==> src/brl_pkg.sv <==
// ----------------------------------------------------------------------------
// brl_pkg
// shared types and constants of the bresenham line rasterizer
// ----------------------------------------------------------------------------
package brl_pkg;

  localparam int COORD_BITS     = 12;
  localparam int COLOUR_BITS    = 24;
  localparam int ERR_BITS       = COORD_BITS + 3;
  localparam int IN_FIELD_BITS  = 4 * COORD_BITS + COLOUR_BITS;
  localparam int IN_DATA_BITS   = ((IN_FIELD_BITS + 7) / 8) * 8;
  localparam int OUT_FIELD_BITS = 2 * COORD_BITS + COLOUR_BITS;
  localparam int OUT_DATA_BITS  = ((OUT_FIELD_BITS + 7) / 8) * 8;
  localparam int QUEUE_DEPTH    = 2;
  localparam int QPTR_BITS      = $clog2(QUEUE_DEPTH);

  typedef enum logic {
    MODE_START = 1'b0,
    MODE_NEXT  = 1'b1
  } mode_t;

  typedef logic [COORD_BITS-1:0]       coord_t;
  typedef logic [COLOUR_BITS-1:0]      colour_t;
  typedef logic signed [ERR_BITS-1:0]  err_t;

  // classified command handed from front to back
  typedef struct packed {
    logic    is_start;
    logic    x_major;
    coord_t  maj_pos;
    coord_t  maj_end;
    coord_t  min_pos;
    logic    step_down;
    err_t    err_init;
    err_t    err_diag;
    err_t    err_axial;
    colour_t colour;
  } cmd_t;

  typedef struct packed {
    coord_t  x;
    coord_t  y;
    colour_t colour;
    logic    valid;
    logic    last;
  } pix_t;

  function automatic coord_t abs_diff(coord_t a, coord_t b);
    return (a >= b) ? coord_t'(a - b) : coord_t'(b - a);
  endfunction

endpackage

==> src/brl_front.sv <==
// ----------------------------------------------------------------------------
// brl_front
// accepts items, sorts endpoints along the major axis and sets up the error
// ----------------------------------------------------------------------------
module brl_front (
  input  logic                                 clk,
  input  logic                                 rst_n,
  input  logic                                 in_tvalid,
  output logic                                 in_tready,
  input  logic [brl_pkg::IN_DATA_BITS-1:0]     in_tdata,
  input  logic                                 in_tuser,
  output logic                                 cmd_valid,
  input  logic                                 cmd_ready,
  output brl_pkg::cmd_t                        cmd
);
  import brl_pkg::*;

  localparam int SY_LO = COORD_BITS;
  localparam int EX_LO = 2 * COORD_BITS;
  localparam int EY_LO = 3 * COORD_BITS;
  localparam int CL_LO = 4 * COORD_BITS;

  logic    cv_r, cv_nxt;
  cmd_t    cmd_r, cmd_nxt;
  logic    accept;

  coord_t  sx, sy, ex, ey;
  coord_t  adx, ady;
  coord_t  ma0, ma1, mi0, mi1;
  coord_t  maj_s, maj_e, min_s, min_e;
  coord_t  maj_d, min_d;
  logic    xm, swap;
  err_t    two_mi, two_ma;

  assign sx = in_tdata[SY_LO-1:0];
  assign sy = in_tdata[EX_LO-1:SY_LO];
  assign ex = in_tdata[EY_LO-1:EX_LO];
  assign ey = in_tdata[CL_LO-1:EY_LO];

  assign in_tready = !cv_r || cmd_ready;
  assign accept    = in_tvalid && in_tready;

  always_comb begin
    adx    = abs_diff(ex, sx);
    ady    = abs_diff(ey, sy);
    xm     = (adx >= ady);
    ma0    = xm ? sx : sy;
    ma1    = xm ? ex : ey;
    mi0    = xm ? sy : sx;
    mi1    = xm ? ey : ex;
    maj_d  = xm ? adx : ady;
    min_d  = xm ? ady : adx;
    // walk so the major coordinate rises
    swap   = (ma0 > ma1);
    maj_s  = swap ? ma1 : ma0;
    maj_e  = swap ? ma0 : ma1;
    min_s  = swap ? mi1 : mi0;
    min_e  = swap ? mi0 : mi1;
    two_mi = err_t'({2'b00, min_d, 1'b0});
    two_ma = err_t'({2'b00, maj_d, 1'b0});

    cmd_nxt.is_start  = (mode_t'(in_tuser) == MODE_START);
    cmd_nxt.x_major   = xm;
    cmd_nxt.maj_pos   = maj_s;
    cmd_nxt.maj_end   = maj_e;
    cmd_nxt.min_pos   = min_s;
    cmd_nxt.step_down = (min_e < min_s);
    cmd_nxt.err_init  = two_mi - err_t'({3'b000, maj_d});
    cmd_nxt.err_diag  = two_mi - two_ma;
    cmd_nxt.err_axial = two_mi;
    cmd_nxt.colour    = in_tdata[CL_LO+COLOUR_BITS-1:CL_LO];

    if (accept) begin
      cv_nxt = 1'b1;
    end else if (cmd_ready) begin
      cv_nxt = 1'b0;
    end else begin
      cv_nxt = cv_r;
    end
  end

  always_ff @(posedge clk) begin
    if (!rst_n) begin
      cv_r <= 1'b0;
    end else begin
      cv_r <= cv_nxt;
    end
    if (accept) begin
      cmd_r <= cmd_nxt;
    end
  end

  assign cmd_valid = cv_r;
  assign cmd       = cmd_r;

endmodule

==> src/brl_queue.sv <==
// ----------------------------------------------------------------------------
// brl_queue
// short register fifo of classified commands between front and back
// ----------------------------------------------------------------------------
module brl_queue (
  input  logic          clk,
  input  logic          rst_n,
  input  logic          wr_valid,
  output logic          wr_ready,
  input  brl_pkg::cmd_t wr_cmd,
  output logic          rd_valid,
  input  logic          rd_ready,
  output brl_pkg::cmd_t rd_cmd
);
  import brl_pkg::*;

  cmd_t                 slot_r [QUEUE_DEPTH];
  logic [QPTR_BITS-1:0] wp_r, wp_nxt;
  logic [QPTR_BITS-1:0] rp_r, rp_nxt;
  logic [QPTR_BITS:0]   cnt_r, cnt_nxt;
  logic                 push, pop;

  assign wr_ready = (cnt_r != (QPTR_BITS+1)'(QUEUE_DEPTH));
  assign rd_valid = (cnt_r != '0);
  assign rd_cmd   = slot_r[rp_r];
  assign push     = wr_valid && wr_ready;
  assign pop      = rd_valid && rd_ready;

  always_comb begin
    wp_nxt  = push ? QPTR_BITS'(wp_r + 1'b1) : wp_r;
    rp_nxt  = pop  ? QPTR_BITS'(rp_r + 1'b1) : rp_r;
    cnt_nxt = cnt_r;
    if (push && !pop) begin
      cnt_nxt = cnt_r + 1'b1;
    end else if (pop && !push) begin
      cnt_nxt = cnt_r - 1'b1;
    end
  end

  always_ff @(posedge clk) begin
    if (!rst_n) begin
      wp_r  <= '0;
      rp_r  <= '0;
      cnt_r <= '0;
    end else begin
      wp_r  <= wp_nxt;
      rp_r  <= rp_nxt;
      cnt_r <= cnt_nxt;
    end
    if (push) begin
      slot_r[wp_r] <= wr_cmd;
    end
  end

endmodule

==> src/brl_back.sv <==
// ----------------------------------------------------------------------------
// brl_back
// line stepping state and registered pixel output, one command per cycle while the output is not stalled
// ----------------------------------------------------------------------------
module brl_back (
  input  logic          clk,
  input  logic          rst_n,
  input  logic          cmd_valid,
  output logic          cmd_ready,
  input  brl_pkg::cmd_t cmd,
  output logic          pix_valid,
  input  logic          pix_ready,
  output brl_pkg::pix_t pix
);
  import brl_pkg::*;

  logic    active_r, active_nxt;
  logic    x_major_r, step_down_r;
  coord_t  maj_pos_r, maj_end_r, min_pos_r;
  err_t    err_r, err_diag_r, err_axial_r;
  colour_t colour_r;

  logic    ov_r, ov_nxt;
  pix_t    pix_r, pix_nxt;

  logic    pop, go, last, err_pos;
  logic    cur_xm, cur_down;
  coord_t  cur_maj, cur_end, cur_min, min_nxt;
  err_t    cur_err, cur_diag, cur_axial, err_nxt;
  colour_t cur_colour;

  assign cmd_ready = !ov_r || pix_ready;
  assign pop       = cmd_valid && cmd_ready;

  always_comb begin
    // a start command takes over, even in the middle of a line
    cur_xm     = cmd.is_start ? cmd.x_major   : x_major_r;
    cur_down   = cmd.is_start ? cmd.step_down : step_down_r;
    cur_maj    = cmd.is_start ? cmd.maj_pos   : maj_pos_r;
    cur_end    = cmd.is_start ? cmd.maj_end   : maj_end_r;
    cur_min    = cmd.is_start ? cmd.min_pos   : min_pos_r;
    cur_err    = cmd.is_start ? cmd.err_init  : err_r;
    cur_diag   = cmd.is_start ? cmd.err_diag  : err_diag_r;
    cur_axial  = cmd.is_start ? cmd.err_axial : err_axial_r;
    cur_colour = cmd.is_start ? cmd.colour    : colour_r;
    go         = cmd.is_start || active_r;
    last       = (cur_maj == cur_end);

    err_pos = !cur_err[ERR_BITS-1] && (cur_err != '0);
    if (err_pos) begin
      min_nxt = cur_down ? coord_t'(cur_min - 1'b1) : coord_t'(cur_min + 1'b1);
      err_nxt = cur_err + cur_diag;
    end else begin
      min_nxt = cur_min;
      err_nxt = cur_err + cur_axial;
    end

    pix_nxt.x      = go ? (cur_xm ? cur_maj : cur_min) : '0;
    pix_nxt.y      = go ? (cur_xm ? cur_min : cur_maj) : '0;
    pix_nxt.colour = go ? cur_colour : '0;
    pix_nxt.valid  = go;
    pix_nxt.last   = go && last;

    active_nxt = active_r;
    if (pop && go) begin
      active_nxt = !last;
    end

    if (pop) begin
      ov_nxt = 1'b1;
    end else if (pix_ready) begin
      ov_nxt = 1'b0;
    end else begin
      ov_nxt = ov_r;
    end
  end

  always_ff @(posedge clk) begin
    if (!rst_n) begin
      active_r <= 1'b0;
      ov_r     <= 1'b0;
    end else begin
      active_r <= active_nxt;
      ov_r     <= ov_nxt;
    end
    if (pop && go) begin
      x_major_r   <= cur_xm;
      step_down_r <= cur_down;
      maj_pos_r   <= coord_t'(cur_maj + 1'b1);
      maj_end_r   <= cur_end;
      min_pos_r   <= min_nxt;
      err_r       <= err_nxt;
      err_diag_r  <= cur_diag;
      err_axial_r <= cur_axial;
      colour_r    <= cur_colour;
    end
    if (pop) begin
      pix_r <= pix_nxt;
    end
  end

  assign pix_valid = ov_r;
  assign pix       = pix_r;

endmodule

==> src/bresenham_line_rasterizer_unit.sv <==
// ----------------------------------------------------------------------------
// bresenham_line_rasterizer_unit
// integer line rasterizer, one pixel transaction out for every item in
// ----------------------------------------------------------------------------
//  channel  dir  handshake             payload
//  in_      in   in_tvalid/in_tready   tdata endpoints+colour, tuser mode
//  out_     out  out_tvalid/out_tready tdata pixel x,y,colour, tuser valid,
//                                      tlast last pixel
//
//  one item per cycle sustained while the output is not stalled; the stepping
//  loop in brl_back closes in a single cycle (error add plus coordinate step)
//  an input transaction reaches out_tvalid through the front register, the
//  queue and the output register
//  synchronous active-low reset leaves the unit idle with nothing queued
//  a stalled output keeps its result while the 2-entry queue soaks up input
// ----------------------------------------------------------------------------
module bresenham_line_rasterizer_unit (
  input  logic                              clk,
  input  logic                              rst_n,
  input  logic                              in_tvalid,
  output logic                              in_tready,
  // start_x, start_y, end_x, end_y, line_colour
  input  logic [brl_pkg::IN_DATA_BITS-1:0]  in_tdata,
  // mode
  input  logic                              in_tuser,
  output logic                              out_tvalid,
  input  logic                              out_tready,
  // pixel_x, pixel_y, pixel_colour
  output logic [brl_pkg::OUT_DATA_BITS-1:0] out_tdata,
  // pixel_valid
  output logic                              out_tuser,
  output logic                              out_tlast
);
  import brl_pkg::*;

  logic f_valid, f_ready;
  cmd_t f_cmd;
  logic q_valid, q_ready;
  cmd_t q_cmd;
  pix_t pix;

  brl_front u_front (
    .clk       (clk),
    .rst_n     (rst_n),
    .in_tvalid (in_tvalid),
    .in_tready (in_tready),
    .in_tdata  (in_tdata),
    .in_tuser  (in_tuser),
    .cmd_valid (f_valid),
    .cmd_ready (f_ready),
    .cmd       (f_cmd)
  );

  brl_queue u_queue (
    .clk      (clk),
    .rst_n    (rst_n),
    .wr_valid (f_valid),
    .wr_ready (f_ready),
    .wr_cmd   (f_cmd),
    .rd_valid (q_valid),
    .rd_ready (q_ready),
    .rd_cmd   (q_cmd)
  );

  brl_back u_back (
    .clk       (clk),
    .rst_n     (rst_n),
    .cmd_valid (q_valid),
    .cmd_ready (q_ready),
    .cmd       (q_cmd),
    .pix_valid (out_tvalid),
    .pix_ready (out_tready),
    .pix       (pix)
  );

  assign out_tdata = OUT_DATA_BITS'({pix.colour, pix.y, pix.x});
  assign out_tuser = pix.valid;
  assign out_tlast = pix.last;

endmodule

==> config.mk <==
export PLATFORM = sky130hd
export DESIGN_NAME = bresenham_line_rasterizer_unit
export DESIGN_NICKNAME = d
export VERILOG_FILES = /design/src/brl_pkg.sv /design/src/brl_front.sv /design/src/brl_queue.sv /design/src/brl_back.sv /design/src/bresenham_line_rasterizer_unit.sv
export SDC_FILE = /design/constraint.sdc
export NUM_CORES = 1
export LEC_CHECK = 0
export BUFFER_PORTS_ARGS = -buffer_cell sky130_fd_sc_hd__buf_2
export CELL_PAD_IN_SITES_DETAIL_PLACEMENT = 1
export CELL_PAD_IN_SITES_GLOBAL_PLACEMENT = 1
export CORE_UTILIZATION = 51
export CTS_CLUSTER_SIZE = 40
export DETAILED_ROUTE_END_ITERATION = 8
export GPL_TIMING_DRIVEN = 0
export PLACE_DENSITY_LB_ADDON = 0.1
export SYNTH_ARGS = -nofsm -noshare
export SYNTH_HDL_FRONTEND = slang
export SYNTH_SLANG_ARGS = --single-unit
==> constraint.sdc <==
create_clock -name clk -period 11.7 [get_ports clk]
set_clock_uncertainty 0.1 [all_clocks]
set_input_delay 2.34 -clock clk [delete_from_list [all_inputs] [get_ports clk]]
set_output_delay 2.34 -clock clk [all_outputs]
set_load 0.01 [all_outputs]
==> summary.txt <==
Drt
  – DRT Pass-1 Iters: 5
  – DRC Markers: 0
  – WL final: 65130 µm
  – Iter 0 DRT Violations: 987
  – Routed WL per cell: approximately 23 µm
  – Vias: 16200
  – Wire length on met2: around 33000 µm
  – Met3 Wirelength: 2436 µm
  – Vias per cell: around 5.8
  – Post-DRT Antenna Nets: 0
  – DRT met1 WL: 26980 µm
  – Top sig layer: met4

Clocking
  – Hold Buf Count CTS: 0
  – H-tree Lvls: 2
  – Clk slew on worst S/H paths: ~0.060 ns
  – CTS max path bufs: 3
  – CTS sink count: 471
  – Num CTS Buffers: 48
  – CTS tree: built
  – CTS root buf: clkbuf_16
  – Worst-Skew Late Latency: 0.59 ns

Place
  – Pre-CTS setup slack: -1.985 ns
  – Port buffer count: 128
  – Post-DP Area: approximately 26000 µm²
  – Dpl hpwl: just under 50000 µm
  – Final GP Congestion: about 0.93

Global route
  – Largest net degree at the start of global routing: 60
  – Overall routing resource usage: 0.2736
  – Initial antenna violation count: 1
  – First-pass GRT wire length: just under 100000 µm
  – Vias in the first global route: roughly 17000
  – GR Overflow Total: 0

Synth
  – Top cells by area, synth: edfxtp_1 (58%), ha_1 (6.2%), mux2i_1 (6.0%)
  – Area of the mapped netlist: 23960 µm²
  – Most common cell in the synthesized netlist: edfxtp_1
  – Top-area cell type share of the netlist area: 0.5802
  – Post-Syn Instances: 1969
  – Ys Warns: 0
  – Post-synthesis sequential area ratio: 0.5869
  – Synth area leader: edfxtp_1
  – Mapped Avg Cell Area: 12.17 µm²
  – Post-synth EDFFs: roughly 460
  – Asr flop ratio synth: 0
  – Synth Flop Type: edfxtp_1
  – Synth top cells by count: edfxtp_1 (463), nand2_1 (200), a21oi_1 (148)
  – Syn nets: about 2200
  – Yosys reg bits: ~470
  – Netlist cell types: 81

Critical path
  – Worst Setup Start Kind: primary input
  – Worst endpoint required time: 12.01 ns
  – CP dominant cell by count: a21oi_1
  – Crit-path max cell delay: around 0.46 ns
  – Critical Path AT: ~12 ns
  – Kind of critical path: primary input to flop
  – Crit Path Max Fanout: 19
  – CP endpoint kind: flop
  – Slowest stage cell, crit path: a311o_1

Min path
  – Hold crit path type: flop to flop

Die
  – Die extent in x: between 200 and 250 µm
  – DIE AREA: about 48000 µm²
  – Starting Density: 0.5158
  – Core area: between 40000 and 50000 µm²
  – Die Y: around 220 µm
  – Std cell rows: 79
  – IO Count: roughly 130

Final layout
  – Final Cell Area: 27270 µm²
  – Share of cells above drive strength 1: 0.1484
  – Post-layout nets: between 2000 and 2500
  – Layout area overhead: 13.78%
  – FILL cells: slightly below 5000
  – # diodes: 0

STA
  – Crit share post-route: 0.9615
  – Maximum operating frequency: between 80 and 90 MHz
  – Setup violators final: 0
  – Slew margin rel.: 0.3563
  – Final Slew Violations: 0
  – Final setup margin: 0.4504 ns
  – Min Clock Period, post-route: about 11 ns
  – Unrepaired setup endpoints after global routing: false
  – Fin. Hold Viols: 0
  – Slew @ Worst Pin: between 0.9 and 1 ns
  – Setup_tns: 0 ns

Power and ir drop
  – Worst VDD drop: about 0.00024 V
  – Tot Pwr: 8.423 mW
  – Power Dens Cells: between 300 and 400 nW/µm²
  – Leak Pwr: ~10 nW

Outcome
  – Status: finished clean

Run
  – Max-cap viol count: 0
==> worst paths after layout <==
| path | slack, ns | to | startpoint | depth (start not counted) |
|---|---|---|---|---|
| worst max register to register | 4.28 | u_back.err_r[14] | flop | 25 |
| worst max-delay path | 0.45 | u_front.cmd[69] | in_tdata[8] | 42 |
| worst min-delay path | 0.34 | u_queue.slot_r[0][48] | u_front.cmd[51] | 0 |
| worst min register to register | 0.34 | u_queue.slot_r[0][48] | u_front.cmd[51] | 0 |
==> power by group <==
| part | switching (mW) | internal, mW | leakage, nW | total (mW) |
|---|---|---|---|---|
| registers | 0.175 | 2.69 | 4.42 | 2.87 |
| logic | 2.56 | 1.51 | 5.33 | 4.07 |
| clock network | 0.638 | 0.849 | 0.743 | 1.49 |
==> area by class of cell <==
class                           instances  area, µm²  area share
Clock buffer                           63       1299     0.04763
Timing Repair Buffer                  141      900.9     0.03304
Tap cell                              607      759.5     0.02785
Sequential cell                       471      14060      0.5158
Clock inverter                         25      211.5    0.007755
Multi-Input combinational cell       1307       9236      0.3387
Inverter                              107      401.6     0.01473
Buffer                                 83      394.1     0.01445
==> critical path, delay by kind of cell <==
| kind | cells | cell delay [ns] |
|---|---|---|
| AO/OA/AOI/OAI | 17 | 4.18 |
| buffers and inverters | 9 | 1.64 |
| AND/OR/NAND/NOR | 12 | 1.89 |
| adder cells (fa/ha/maj) | 4 | 1.48 |
==> layer usage <==
| metal | GRT usage | vias to the layer above |
|---|---|---|
| li1 | - | 7611 |
| met1 | 0.3323 | 8041 |
| met2 | 0.4840 | 417 |
| met3 | 0.03313 | 134 |
| met4 | 0.1278 | 0 |
| met5 | 0 | - |
==> sequential cells by signal, summed over array words and instances, names as in the netlist, 2 cells and up, named ones only <==
name	cells
u_back.pix	50
u_back.min_pos_r	12
u_back.maj_pos_r	12
u_back.err_r	15
u_back.maj_end_r	12
u_back.err_diag_r	15
u_back.err_axial_r	15
u_queue.slot_r	204
u_queue.cnt_r	2
u_front.cmd	102
u_back.colour_r	24
==> cell usage in the layout (no fill, tap or decap), types with 12 or more instances in the layout <==
cell type  Yosys  layout
a21o_1        32      32
clkbuf_16      0      49
mux2_2        25      25
clkinv_2       0      12
o21ai_0      113     112
a211oi_1      17      17
o21a_1        23      23
and2_1        41      40
xnor2_1       55      55
nand4_1       14      14
mux2i_1      143     143
ha_1         119     118
o211ai_1      27      27
nor2b_1       14      14
clkbuf_1      54      50
edfxtp_1     463     463
a21oi_1      148     138
buf_2         20     150
nand2_1      200     199
inv_1        105     104
nand2b_1      17      17
xor2_1        28      28
nor2_1       127     125
==> timing repair <==
action | 4_1_cts | 5_1_grt
resized for setup | 28 | 15
buffers inserted | 0 | 3
pin swaps | 0 | 3
endpoints found under the setup margin | 2 | 1
==> cells by family (layout without fill, tap and decap cells) <==
kind of cell / count (synthesis) / after routing / synth area share
AOI/OAI and AO/OA: 447 / 447 / 0.1166
xor gates and xnor gates: 83 / 83 / 0.03033
adders and majority gates: 126 / 126 / 0.06798
buffers and inverters: 191 / 419 / 0.03211
DFF: 471 / 471 / 0.5869
muxes: 172 / 172 / 0.07461
and+or+nand+nor: 479 / 479 / 0.09153
==> through the flow <==
| step | hold slack [ns] | utilization | std cells |
|---|---|---|---|
| after detailed placement | 0.3316 | 0.5516 | 2714 |
| after floorplan | 0.3215 | - | 1969 |
| after global routing | 0.3349 | 0.5869 | 2804 |
| after CTS | 0.3320 | 0.5858 | 2802 |
| final | 0.3365 | 0.5869 | 2804 |
| after global placement | 0.3226 | 0.5460 | 2704 |
(Power assumes the default switching activity.)
